[src/sll_pkg.sv]
// package for the script language lexer: token codes, modes, payload types
package sll_pkg;

    localparam int POSITION_BITS_DEF = 16;
    localparam int KW_LEN = 8;
    localparam int MAX_RES = 3;

    typedef enum logic [3:0] {
        M_IDLE, M_COMMENT, M_IDENT, M_INT, M_DOT, M_FRAC, M_STRING,
        M_SLASH, M_STAR, M_EQ, M_LT, M_GT, M_BANG
    } mode_t;

    localparam logic [5:0] K_LPAREN     = 6'd0;
    localparam logic [5:0] K_RPAREN     = 6'd1;
    localparam logic [5:0] K_SEMI       = 6'd2;
    localparam logic [5:0] K_COMMA      = 6'd3;
    localparam logic [5:0] K_DOT        = 6'd4;
    localparam logic [5:0] K_MINUS      = 6'd5;
    localparam logic [5:0] K_PLUS       = 6'd6;
    localparam logic [5:0] K_SLASH      = 6'd7;
    localparam logic [5:0] K_SLASH2     = 6'd8;
    localparam logic [5:0] K_STAR       = 6'd9;
    localparam logic [5:0] K_STAR2      = 6'd10;
    localparam logic [5:0] K_PERCENT    = 6'd11;
    localparam logic [5:0] K_BANG_EQ    = 6'd12;
    localparam logic [5:0] K_EQ         = 6'd13;
    localparam logic [5:0] K_EQ_EQ      = 6'd14;
    localparam logic [5:0] K_LESS       = 6'd15;
    localparam logic [5:0] K_LESS_EQ    = 6'd16;
    localparam logic [5:0] K_GREATER    = 6'd17;
    localparam logic [5:0] K_GREATER_EQ = 6'd18;
    localparam logic [5:0] K_IDENT      = 6'd19;
    localparam logic [5:0] K_STRING     = 6'd20;
    localparam logic [5:0] K_NUMBER     = 6'd21;
    localparam logic [5:0] K_KW_BASE    = 6'd22;
    localparam logic [5:0] K_EOF        = 6'd38;
    localparam logic [5:0] K_ERR_CHAR   = 6'd39;
    localparam logic [5:0] K_ERR_STRING = 6'd40;

    typedef struct packed {
        logic [7:0] char_code;
        logic       end_of_input;
    } in_item_t;

    typedef struct packed {
        logic [5:0]  token_kind;
        logic [15:0] start_pos;
        logic [15:0] token_length;
        logic [15:0] line_number;
        logic        last_of_run;
    } out_item_t;

    // one token before the last-of-run mark is set
    typedef struct packed {
        logic [5:0]  kind;
        logic [15:0] start;
        logic [15:0] len;
        logic [15:0] line;
    } tok_t;

    typedef logic [KW_LEN-1:0][7:0] kwbuf_t;

    // keyword table, bytes beyond the word are zero
    function automatic logic [5:0] kw_lookup(input kwbuf_t b, input logic [3:0] len);
        logic [5:0] k;
        k = K_IDENT;
        case (len)
            4'd2: begin
                if (b[0] == "i" && b[1] == "f") k = K_KW_BASE + 6'd9;
                if (b[0] == "o" && b[1] == "r") k = K_KW_BASE + 6'd12;
            end
            4'd3: begin
                if (b[0] == "a" && b[1] == "n" && b[2] == "d") k = K_KW_BASE + 6'd0;
                if (b[0] == "d" && b[1] == "e" && b[2] == "f") k = K_KW_BASE + 6'd3;
                if (b[0] == "e" && b[1] == "n" && b[2] == "d") k = K_KW_BASE + 6'd6;
                if (b[0] == "f" && b[1] == "o" && b[2] == "r") k = K_KW_BASE + 6'd8;
                if (b[0] == "n" && b[1] == "o" && b[2] == "t") k = K_KW_BASE + 6'd11;
            end
            4'd4: begin
                if (b[3:0] == {"f", "i", "l", "e"}) k = K_KW_BASE + 6'd4;
                if (b[3:0] == {"e", "s", "l", "e"}) k = K_KW_BASE + 6'd5;
                if (b[3:0] == {"e", "n", "o", "n"}) k = K_KW_BASE + 6'd10;
                if (b[3:0] == {"e", "u", "r", "t"}) k = K_KW_BASE + 6'd14;
            end
            4'd5: begin
                if (b[4:0] == {"k", "a", "e", "r", "b"}) k = K_KW_BASE + 6'd1;
                if (b[4:0] == {"e", "s", "l", "a", "f"}) k = K_KW_BASE + 6'd7;
                if (b[4:0] == {"e", "l", "i", "h", "w"}) k = K_KW_BASE + 6'd15;
            end
            4'd6: begin
                if (b[5:0] == {"n", "r", "u", "t", "e", "r"}) k = K_KW_BASE + 6'd13;
            end
            4'd8: begin
                if (b == {"e", "u", "n", "i", "t", "n", "o", "c"}) k = K_KW_BASE + 6'd2;
            end
            default: k = K_IDENT;
        endcase
        return k;
    endfunction

endpackage

[src/script_language_lexer.sv]
// top level of the script language lexer
//
// Byte-stream lexer. Source bytes enter on in_valid/in_stall with payload in_item
// (char_code, end_of_input). Tokens leave on out_valid/out_stall with payload
// out_item (kind, start, length, line, last_of_run). A byte produces zero to
// three tokens; last_of_run marks the final token of a byte.
// Throughput: one byte per cycle while the token queue has room for a full
// group of three; tokens leave at one per cycle, so bursts of bytes with many
// tokens each are paced by the output side.
// Tokens of an accepted byte are registered in the queue and reach the output once the tokens ahead of them have left.
// Scanning state updates combinationally from the accepted byte into the mode,
// offset, line and keyword registers in the same cycle.
// End of input (flag or zero byte) flushes the pending token, emits an
// end-of-file token and returns the scanner to its reset state.
// Reset (rst_n low) empties the queue and sets line 1, offset 0, idle mode.
// While the receiver stalls, the head token holds and input stalls once the
// queue cannot take another group.
module script_language_lexer #(
    parameter int POSITION_BITS = sll_pkg::POSITION_BITS_DEF
) (
    input  logic               clk,
    input  logic               rst_n,
    input  logic               in_valid,
    output logic               in_stall,
    input  sll_pkg::in_item_t  in_item,
    output logic               out_valid,
    input  logic               out_stall,
    output sll_pkg::out_item_t out_item
);
    logic step, space_ok;
    logic [1:0] cnt;
    sll_pkg::tok_t t0, t1, t2;

    assign in_stall = !space_ok;
    assign step = in_valid && space_ok;

    sll_core #(.POSITION_BITS(POSITION_BITS)) u_core (
        .clk(clk), .rst_n(rst_n), .step(step), .in_item(in_item),
        .tok_count(cnt), .tok0(t0), .tok1(t1), .tok2(t2)
    );

    sll_outq u_q (
        .clk(clk), .rst_n(rst_n), .push(step && cnt != 2'd0), .push_count(cnt),
        .push0(t0), .push1(t1), .push2(t2), .space_ok(space_ok),
        .out_valid(out_valid), .out_stall(out_stall), .out_item(out_item)
    );
endmodule

[src/sll_core.sv]
// per-byte scanning step: mode and counters, up to three tokens
module sll_core #(
    parameter int POSITION_BITS = sll_pkg::POSITION_BITS_DEF
) (
    input  logic             clk,
    input  logic             rst_n,
    input  logic             step,
    input  sll_pkg::in_item_t in_item,
    output logic [1:0]       tok_count,
    output sll_pkg::tok_t    tok0,
    output sll_pkg::tok_t    tok1,
    output sll_pkg::tok_t    tok2
);
    localparam logic [POSITION_BITS-1:0] POS_MAX = '1;
    localparam int SB = (POSITION_BITS < 16) ? POSITION_BITS : 16;

    sll_pkg::mode_t mode_reg, mode_next;
    logic [POSITION_BITS-1:0] start_reg, start_next, pos_reg, pos_next, dot_reg, dot_next;
    logic [15:0] line_reg, line_next;
    sll_pkg::kwbuf_t kw_reg, kw_next;

    logic [7:0] c;
    logic eoi, alpha, digit, cont;
    logic [15:0] line_up;
    sll_pkg::tok_t t [3];
    logic [1:0] n;

    // saturating span clipped to 16 bits
    function automatic logic [15:0] span16(input logic [POSITION_BITS-1:0] from,
                                           input logic [POSITION_BITS-1:0] to,
                                           input logic plus1);
        logic [POSITION_BITS:0] d;
        d = (to >= from) ? ({1'b0, to} - {1'b0, from} + {{POSITION_BITS{1'b0}}, plus1})
                         : {{POSITION_BITS{1'b0}}, plus1};
        if (d > (POSITION_BITS+1)'(17'hFFFF)) return 16'hFFFF;
        return 16'(d);
    endfunction

    function automatic logic [15:0] lo16(input logic [POSITION_BITS-1:0] v);
        logic [15:0] r;
        r = '0;
        r[SB-1:0] = v[SB-1:0];
        return r;
    endfunction

    always_comb
    begin
        sll_pkg::tok_t tk;
        logic [POSITION_BITS-1:0] idx;
        c = in_item.char_code;
        eoi = in_item.end_of_input || (c == 8'd0);
        alpha = (c >= "a" && c <= "z") || (c >= "A" && c <= "Z") || c == "_";
        digit = c >= "0" && c <= "9";
        line_up = (line_reg != 16'hFFFF) ? line_reg + 16'd1 : line_reg;
        mode_next = mode_reg;
        start_next = start_reg;
        pos_next = pos_reg;
        dot_next = dot_reg;
        line_next = line_reg;
        kw_next = kw_reg;
        t[0] = '0; t[1] = '0; t[2] = '0;
        n = 2'd0;
        cont = 1'b0;
        idx = pos_reg - start_reg;
        tk = '0;

        // continue the pending token
        if (!eoi)
        begin
            case (mode_reg)
                sll_pkg::M_COMMENT: cont = c != 8'h0A;
                sll_pkg::M_IDENT:
                begin
                    if (alpha || digit)
                    begin
                        cont = 1'b1;
                        if (pos_reg >= start_reg && idx < POSITION_BITS'(sll_pkg::KW_LEN))
                            kw_next[idx[2:0]] = c;
                    end
                end
                sll_pkg::M_INT:
                begin
                    if (digit) cont = 1'b1;
                    else if (c == ".")
                    begin
                        cont = 1'b1;
                        dot_next = pos_reg;
                        mode_next = sll_pkg::M_DOT;
                    end
                end
                sll_pkg::M_DOT, sll_pkg::M_FRAC:
                begin
                    if (digit)
                    begin
                        cont = 1'b1;
                        mode_next = sll_pkg::M_FRAC;
                    end
                end
                sll_pkg::M_STRING:
                begin
                    cont = 1'b1;
                    if (c == 8'h22)
                    begin
                        t[0] = '{sll_pkg::K_STRING, lo16(start_reg),
                                 span16(start_reg, pos_reg, 1'b1), line_reg};
                        n = 2'd1;
                        mode_next = sll_pkg::M_IDLE;
                    end
                    else if (c == 8'h0A) line_next = line_up;
                end
                sll_pkg::M_SLASH, sll_pkg::M_STAR:
                begin
                    if ((mode_reg == sll_pkg::M_SLASH && c == "/") ||
                        (mode_reg == sll_pkg::M_STAR && c == "*"))
                    begin
                        cont = 1'b1;
                        t[0] = '{(mode_reg == sll_pkg::M_SLASH) ? sll_pkg::K_SLASH2
                                                                 : sll_pkg::K_STAR2,
                                 lo16(start_reg), 16'd2, line_reg};
                        n = 2'd1;
                        mode_next = sll_pkg::M_IDLE;
                    end
                end
                sll_pkg::M_EQ, sll_pkg::M_LT, sll_pkg::M_GT, sll_pkg::M_BANG:
                begin
                    if (c == "=")
                    begin
                        cont = 1'b1;
                        t[0].kind = (mode_reg == sll_pkg::M_EQ) ? sll_pkg::K_EQ_EQ :
                                    (mode_reg == sll_pkg::M_LT) ? sll_pkg::K_LESS_EQ :
                                    (mode_reg == sll_pkg::M_GT) ? sll_pkg::K_GREATER_EQ :
                                    sll_pkg::K_BANG_EQ;
                        t[0].start = lo16(start_reg);
                        t[0].len = 16'd2;
                        t[0].line = line_reg;
                        n = 2'd1;
                        mode_next = sll_pkg::M_IDLE;
                    end
                end
                default: cont = 1'b0;
            endcase
        end

        // flush the pending token
        if (eoi || !cont)
        begin
            case (mode_reg)
                sll_pkg::M_IDENT:
                begin
                    t[0].start = lo16(start_reg);
                    t[0].len = span16(start_reg, pos_reg, 1'b0);
                    t[0].kind = (pos_reg >= start_reg && idx <= POSITION_BITS'(sll_pkg::KW_LEN))
                              ? sll_pkg::kw_lookup(kw_reg, idx[3:0]) : sll_pkg::K_IDENT;
                    t[0].line = line_reg;
                    n = 2'd1;
                end
                sll_pkg::M_INT, sll_pkg::M_FRAC:
                begin
                    t[0] = '{sll_pkg::K_NUMBER, lo16(start_reg),
                             span16(start_reg, pos_reg, 1'b0), line_reg};
                    n = 2'd1;
                end
                sll_pkg::M_DOT:
                begin
                    t[0] = '{sll_pkg::K_NUMBER, lo16(start_reg),
                             span16(start_reg, dot_reg, 1'b0), line_reg};
                    t[1] = '{sll_pkg::K_DOT, lo16(dot_reg), 16'd1, line_reg};
                    n = 2'd2;
                end
                sll_pkg::M_STRING:
                begin
                    t[0] = '{sll_pkg::K_ERR_STRING, lo16(start_reg),
                             span16(start_reg, pos_reg, 1'b0), line_reg};
                    n = 2'd1;
                end
                sll_pkg::M_SLASH, sll_pkg::M_STAR, sll_pkg::M_EQ, sll_pkg::M_LT,
                sll_pkg::M_GT, sll_pkg::M_BANG:
                begin
                    t[0].kind = (mode_reg == sll_pkg::M_SLASH) ? sll_pkg::K_SLASH :
                                (mode_reg == sll_pkg::M_STAR) ? sll_pkg::K_STAR :
                                (mode_reg == sll_pkg::M_EQ) ? sll_pkg::K_EQ :
                                (mode_reg == sll_pkg::M_LT) ? sll_pkg::K_LESS :
                                (mode_reg == sll_pkg::M_GT) ? sll_pkg::K_GREATER :
                                sll_pkg::K_ERR_CHAR;
                    t[0].start = lo16(start_reg);
                    t[0].len = 16'd1;
                    t[0].line = line_reg;
                    n = 2'd1;
                end
                default: n = 2'd0;
            endcase
            mode_next = sll_pkg::M_IDLE;
        end

        if (eoi)
        begin
            // end of file token, then back to reset state
            tk = '{sll_pkg::K_EOF, lo16(pos_reg), 16'd0, line_reg};
            mode_next = sll_pkg::M_IDLE;
            start_next = '0;
            pos_next = '0;
            dot_next = '0;
            line_next = 16'd1;
            kw_next = '0;
        end
        else
        begin
            if (!cont)
            begin
                // start a new token
                start_next = pos_reg;
                tk = '{sll_pkg::K_ERR_CHAR, lo16(pos_reg), 16'd1, line_reg};
                if (alpha)
                begin
                    kw_next = '0;
                    kw_next[0] = c;
                    mode_next = sll_pkg::M_IDENT;
                    tk.len = 16'd0;
                end
                else if (digit)
                begin
                    mode_next = sll_pkg::M_INT;
                    tk.len = 16'd0;
                end
                else
                begin
                    case (c)
                        " ", 8'h0D, 8'h09: tk.len = 16'd0;
                        8'h0A:
                        begin
                            line_next = line_up;
                            tk.len = 16'd0;
                        end
                        "#": begin mode_next = sll_pkg::M_COMMENT; tk.len = 16'd0; end
                        8'h22: begin mode_next = sll_pkg::M_STRING; tk.len = 16'd0; end
                        "(": tk.kind = sll_pkg::K_LPAREN;
                        ")": tk.kind = sll_pkg::K_RPAREN;
                        ";": tk.kind = sll_pkg::K_SEMI;
                        ",": tk.kind = sll_pkg::K_COMMA;
                        ".": tk.kind = sll_pkg::K_DOT;
                        "-": tk.kind = sll_pkg::K_MINUS;
                        "+": tk.kind = sll_pkg::K_PLUS;
                        "%": tk.kind = sll_pkg::K_PERCENT;
                        "/": begin mode_next = sll_pkg::M_SLASH; tk.len = 16'd0; end
                        "*": begin mode_next = sll_pkg::M_STAR; tk.len = 16'd0; end
                        "=": begin mode_next = sll_pkg::M_EQ; tk.len = 16'd0; end
                        "<": begin mode_next = sll_pkg::M_LT; tk.len = 16'd0; end
                        ">": begin mode_next = sll_pkg::M_GT; tk.len = 16'd0; end
                        "!": begin mode_next = sll_pkg::M_BANG; tk.len = 16'd0; end
                        default: tk.kind = sll_pkg::K_ERR_CHAR;
                    endcase
                end
            end
            if (pos_reg != POS_MAX) pos_next = pos_reg + 1'b1;
        end

        // append the byte's own token; outside end of input a length of zero marks none
        if (eoi || (!cont && tk.len != 16'd0))
        begin
            tk.line = line_reg;
            case (n)
                2'd0: t[0] = tk;
                2'd1: t[1] = tk;
                default: t[2] = tk;
            endcase
            n = n + 2'd1;
        end
    end

    always_ff @(posedge clk or negedge rst_n)
    begin
        if (!rst_n)
        begin
            mode_reg <= sll_pkg::M_IDLE;
            start_reg <= '0;
            pos_reg <= '0;
            dot_reg <= '0;
            line_reg <= 16'd1;
            kw_reg <= '0;
        end
        else if (step)
        begin
            mode_reg <= mode_next;
            start_reg <= start_next;
            pos_reg <= pos_next;
            dot_reg <= dot_next;
            line_reg <= line_next;
            kw_reg <= kw_next;
        end
    end

    assign tok_count = n;
    assign tok0 = t[0];
    assign tok1 = t[1];
    assign tok2 = t[2];
endmodule

[src/sll_outq.sv]
// result queue: holds the tokens of accepted bytes and sends one per cycle while out_stall is low
module sll_outq (
    input  logic               clk,
    input  logic               rst_n,
    input  logic               push,
    input  logic [1:0]         push_count,
    input  sll_pkg::tok_t      push0,
    input  sll_pkg::tok_t      push1,
    input  sll_pkg::tok_t      push2,
    output logic               space_ok,
    output logic               out_valid,
    input  logic               out_stall,
    output sll_pkg::out_item_t out_item
);
    // eight entries: up to five queued plus a full group of three
    typedef struct packed {
        sll_pkg::tok_t tok;
        logic          last;
    } ent_t;

    ent_t q_reg [8];
    logic [2:0] rd_reg, wr_reg;
    logic [3:0] cnt_reg, cnt_next;
    logic pop;

    assign out_valid = cnt_reg != 4'd0;
    assign pop = out_valid && !out_stall;
    assign space_ok = cnt_reg <= 4'd5;
    assign out_item = '{q_reg[rd_reg].tok.kind, q_reg[rd_reg].tok.start,
                        q_reg[rd_reg].tok.len, q_reg[rd_reg].tok.line, q_reg[rd_reg].last};

    always_comb
    begin
        cnt_next = cnt_reg - {3'd0, pop} + ((push) ? {2'd0, push_count} : 4'd0);
    end

    always_ff @(posedge clk)
    begin
        if (push)
        begin
            q_reg[wr_reg] <= '{push0, push_count == 2'd1};
            q_reg[wr_reg + 3'd1] <= '{push1, push_count == 2'd2};
            q_reg[wr_reg + 3'd2] <= '{push2, 1'b1};
        end
    end

    always_ff @(posedge clk or negedge rst_n)
    begin
        if (!rst_n)
        begin
            rd_reg <= '0;
            wr_reg <= '0;
            cnt_reg <= '0;
        end
        else
        begin
            if (pop) rd_reg <= rd_reg + 3'd1;
            if (push) wr_reg <= wr_reg + {1'b0, push_count};
            cnt_reg <= cnt_next;
        end
    end
endmodule

[config.mk]
export PLATFORM = sky130hd
export DESIGN_NAME = script_language_lexer
export DESIGN_NICKNAME = d
export VERILOG_FILES = /design/src/sll_pkg.sv /design/src/script_language_lexer.sv /design/src/sll_core.sv /design/src/sll_outq.sv
export SDC_FILE = /design/constraint.sdc
export NUM_CORES = 2
export LEC_CHECK = 0
export BUFFER_PORTS_ARGS = -buffer_cell sky130_fd_sc_hd__buf_2
export CORE_ASPECT_RATIO = 1.5
export CORE_MARGIN = 5
export CORE_UTILIZATION = 53
export DETAILED_ROUTE_END_ITERATION = 8
export PLACE_DENSITY = 0.74
export SYNTH_ARGS = -nofsm -noshare
export SYNTH_HDL_FRONTEND = slang
export SYNTH_SLANG_ARGS = --single-unit
[constraint.sdc]
create_clock -name clk -period 5.38 [get_ports clk]
set_input_delay 1.076 -clock clk [delete_from_list [all_inputs] [get_ports clk]]
set_output_delay 1.076 -clock clk [all_outputs]
set_load 0.1 [all_outputs]
== Word-level counts from Yosys, hierarchy flattened ==
Memories as Yosys holds them, arrays and structs flattened.
Cells that the tools add are included.
Word-level totals
  memories: 1
  register bits after elaboration: 142
  output and inout bits: 57
  memory bits (writable): 440
Memory list
  u_q.q_reg: words 8, width 55, rd ports 1, clocked after Yosys merged registers in 0, wr ports 3, RTL line sll_outq.sv:21  | ent_t q_reg [8];
Cells by class
  $lt $le $gt $ge: 16
  eq/ne operators: 72
  reduce and logical (&&, ||, !) cells: 53
  add/subtract/negate cells: 13
  multiplexer cells: 130
Operators by type and width (number)
  $mux W16: 27
  $mux W54: 8
  $mux W64: 6
  $pmux W54 S5: 1
  $mux W162: 1
  $pmux W54 S3: 1
  $eq A8 B6 Y1 const B: 17
  $eq A8 B7 Y1 const B: 17
  $eq A32 B31 Y1 const B: 4
  $eq A40 B39 Y1 const B: 3
  $mux W108: 1
  $mux W6: 16
  $mux W4: 19
  $bwmux W64: 1
  $eq A64 B63 Y1 const B: 1
  $mux W53: 1
  $gt A17 B16 Y1 const B: 3
  $mux W17: 3
  $mux W51: 1
  $eq A48 B47 Y1 const B: 1
  $pmux W6 S8: 1
  $pmux W6 S6: 1
  $sub A16 B16 Y17: 2
  $add A16 B1 Y16 const B: 2
  54 further kinds: 146

== Depth between registers and ports, before layout ==
  word-level depth: 18
  mapped depth: 18
  gate-level depth less buffers: 14

== Cells and area by module ==
From an unflattened synthesis, not the netlist that was laid out.
Second synthesis, totals
  cells, all modules: 4489
  area, all modules: 40352.5 µm²
Modules (own cells, without submodules)
  sll_outq: sequential area each 13382.8 µm², instances 1, area an instance 28409.7 µm², cells each 2964
  sll_core: sequential area each 3304.4 µm², instances 1, area an instance 11922.7 µm², cells each 1522
  script_language_lexer: sequential area each 0.0 µm², instances 1, area an instance 20.0 µm², cells each 3

== Worst setup path before layout ==
No wires, ideal clock.
  path kind: input -> register
  start point: in in_item[5] (netlist name)
  end point: mem u_q.q_reg[6][10] (netlist name), enable pin
  path buffers: 4
  required time: 4987 ps
  setup time: 393 ps
  path slack: -342 ps
  cell stages on the path: 16
  arrival: 5330 ps
  cells stage by stage: buf_2 > nor4_2 > a31oi_1 > or4_4 > o41ai_4 > nand2_1 > ha_1 > inv_1 > a311o_1 > mux2i_4 > or4_1 > clkbuf_1 > and2_1 > buf_2 > buf_2 > inv_1
RTL lines
  start: declaration: RTL line script_language_lexer.sv:25  | input sll_pkg::in_item_t in_item,
  end: declaration: RTL line sll_outq.sv:21

==> qor.yml <==
outcome: "finished clean"
slowest_delay_ps: 920
grt_antenna_before_repair: 0
path_delay_family: "simple AND/OR/NAND/NOR gates"
fp-row-count: 111
layout_common_cells: "edfxtp_1 (304), nand2_1 (255), a22o_1 (207)"
drtAntennaViolNets: 0
synth_cell_types: 103
postCtsSetupRepairBufs: 0
path_clk_slew_ps: 70
min_to: "u_q.q_reg[6][31]"
wirelength_microns: 108200
fin_area_sq_um: 36130
max_freq_ghz: 0.2016
rsz0062_at_grt: "false"
insertedDiodeCount: 0
path_class: "reg -> reg"
num-fill-cells: 5002
pwr-share-comb_pct: 51.8
synthMuxAreaShare_pct: 9.942
r2r-end: "u_q.q_reg[4][44]"
min_path_type: "reg -> reg"
firstDrtPassIters: 6
path_cells: "nor2_1 > nor2_1 > o2111a_1 > o41ai_4 > buf_4 > nand2_1 > mux2_2 > nand4_2 > nor2_2 > buf_4 > nand2_1 > o221ai_1"
net-switching-power_mw: 10.01
drive_gt1_share_pct: 18.48
clockBufferDepth: 3
vias: 27080
maxSlewHeadroom_pct: 20.53
synth_top_family_by_area: "compound AO/OA/AOI/OAI gates"
place_congestion: 1.003
overflow: 0
cts-root-buf: "clkbuf_16"
instances_no_fill: 3876
async_reset_ff_share_pct: 24.40
start_util_pct: 53.19
p_per_area_nw_per_um2: 579.9
die_h_microns: 312.6
netlist_area_sq_um: 32360
syn_inst: 2959
p_clk_share_pct: 18.8
p_int_mw: 10.94
r2r_cells: 12
dpl_cell_area_sq_um: 34340
grt.total_usage_pct: 31.93
swShare_pct: 47.79
synth_compound_area_share_pct: 19.46
setup_viol: 0
clkLatencyLatePin_ps: 640
pre_cts_slack_ps: 45.84
synth-adder-area-share_pct: 2.220
fin_nets: 3109
dp_hpwl_microns: 75660
synth_warnings: 0
area_delta_synth_final_pct: 11.66
crit_required_ps: 5850
crit_buf_inv: 2
grt_pass1_wl_microns: 164700
synth_xor_area_share_pct: 1.678
final_util_pct: 59.39
cts_made_buffers: 53
ir_worst_vdd_mv: 0.4662
drc: 0
synthSimpleGateAreaFrac_pct: 15.55
r2r-start: "u_core.mode_reg[0]"
tritoncts: "done"
hold_viol_final: 0
seq_power_share_pct: 29.4
syn-num-nets: 3027
worst_setup_path_start_kind: "flip-flop"
fin_crit_ps: 4961
critPathCaptureType: "flip-flop"
grt_pass1_vias: 27710
synth_seq_area_share_pct: 47.61
min_period_over_period_pct: 92.21
io_buffers: 69
coreArea_sq_um: 60830
ys.flop_type: "edfxtp_1"
drtIter0Drc: 2889
pin_count: 70
clock_skew_ps: 26.14
tightest_slew_ps: 1184
syn_area_per_cell_sq_um: 10.93
cp_slowest_cell: "nor2_2"
drt-wirelength-per-cell_microns: 27.92
min_delay_path_depth: 2
grt_max_degree: 73
yosys_register_bits: 582
p_leak_nw: 13.09
final_common_cell: "edfxtp_1"
synth_edf_count: 304
holdBufCountCts: 0
die-area_sq_um: 66190
ctsResizeCount: 0
cts_sinks: 582
fin_ws_ps: 419.0
dp.cells: 3777
cp_data_arrival_time_ps: 5430
die_w_microns: 211.7
largest_reg_flops: 440
hold_start: "u_q.q_reg[6][31]"
maxSlewViolCount: 0
rrSetupSlack_ps: 420
tns_ps: 0
maxCapViolations: 0
h-tree-depth: 2
cp_max_fo: 33
via_per_inst: 6.986
[power groups by stage]
stage               Combinational [mW]  Clock, mW  Sequential (mW)
floorplan                         7.85          0             5.84
global placement                  10.6          0             6.17
detailed placement                10.7          0             6.24
CTS                               10.7       3.97             6.15
global route                      11.3       4.15             6.22
finish                            10.9       3.94             6.15
[cells by family after synthesis]
logic type	count (synthesis)
DFF	582
xor gates and xnor gates	62
adders and majority gates	55
AOI/OAI and AO/OA	853
and+or+nand+nor	945
muxes	175
buffers and inverters	287
[metal layers]
| metal | up-vias | GRT usage (%) | part of all wire (%) |
|---|---|---|---|
| li1 | 11690 | - | - |
| met1 | 13290 | 36.99 | 35 |
| met2 | 1636 | 55.60 | 51 |
| met3 | 462 | 5.557 | 8.2 |
| met4 | 0 | 17.94 | 6.6 |
| met5 | - | 0 | 0 |
[synthesized netlist by cell type, types with 20 or more instances]
master / n / share of area, %
a21o_1: 21 / 0.49
xor2_1: 26 / 0.70
nand2b_1: 20 / 0.39
buf_1: 31 / 0.36
or3_1: 24 / 0.46
a22o_1: 207 / 5.6
o22ai_1: 76 / 1.5
a221oi_1: 20 / 0.54
nand2_1: 256 / 3.0
a21oi_1: 123 / 1.9
and2_1: 68 / 1.3
buf_2: 26 / 0.40
nor4_1: 22 / 0.43
xnor2_1: 36 / 0.97
nor3_1: 46 / 0.71
mux4_2: 110 / 7.7
o221ai_1: 91 / 2.5
mux2_2: 61 / 2.1
inv_1: 68 / 0.79
clkbuf_1: 155 / 1.8
and3_1: 41 / 0.79
nand4_1: 41 / 0.79
nor2_1: 176 / 2.0
ha_1: 51 / 2.0
o21ai_1: 24 / 0.37
dfxtp_1: 136 / 8.4
o21ai_0: 110 / 1.7
edfxtp_1: 304 / 28
nand3_1: 52 / 0.80
nor2b_1: 86 / 1.7
dfrtp_1: 141 / 11
[how the worst max path moves through the flow]
stage                   endpoint                from  slack [ps]  depth (start not counted)
2_1_floorplan   u_q.q_reg[1][10]          in_item[5]          20                         16
3_3_place_gp    u_q.q_reg[4][40]          in_item[4]         150                         13
3_5_place_dp    u_q.q_reg[4][44]          in_item[4]          50                         13
4_1_cts         u_q.q_reg[4][42]  u_core.mode_reg[0]         550                         12
5_1_grt        u_core.kw_reg[29]   u_core.pos_reg[0]         190                         14
6_report        u_q.q_reg[4][44]  u_core.mode_reg[0]         420                         12
[metrics by stage]
stage	hold slack, ps	total power, mW
floorplan	419.8	13.70
global placement	430.2	16.72
detailed placement	442.0	16.93
CTS	450.9	20.84
global route	483.9	21.67
finish	455.1	20.95
[worst reg2reg max path: cells and delay by family, from the launching register on]
family	cells	cell delay (ps)
AOI/OAI and AO/OA	3	820
muxes	1	370
buffers and inverters	2	820
and+or+nand+nor	6	2200
DFF	1	590
[final cells by class]
class                      instances  area (sq um)  share of cell area, %
multi-input combinational       2090         15850                  43.86
sequential                       582         15420                  42.67
timing repair buffer             246          1818                  5.032
clock buffer                      69          1478                  4.090
tap                              791         989.7                  2.739
clock inverter                    30         309.0                 0.8554
inverter                          68         270.3                 0.7481
Power figures use the tool's default switching activity.
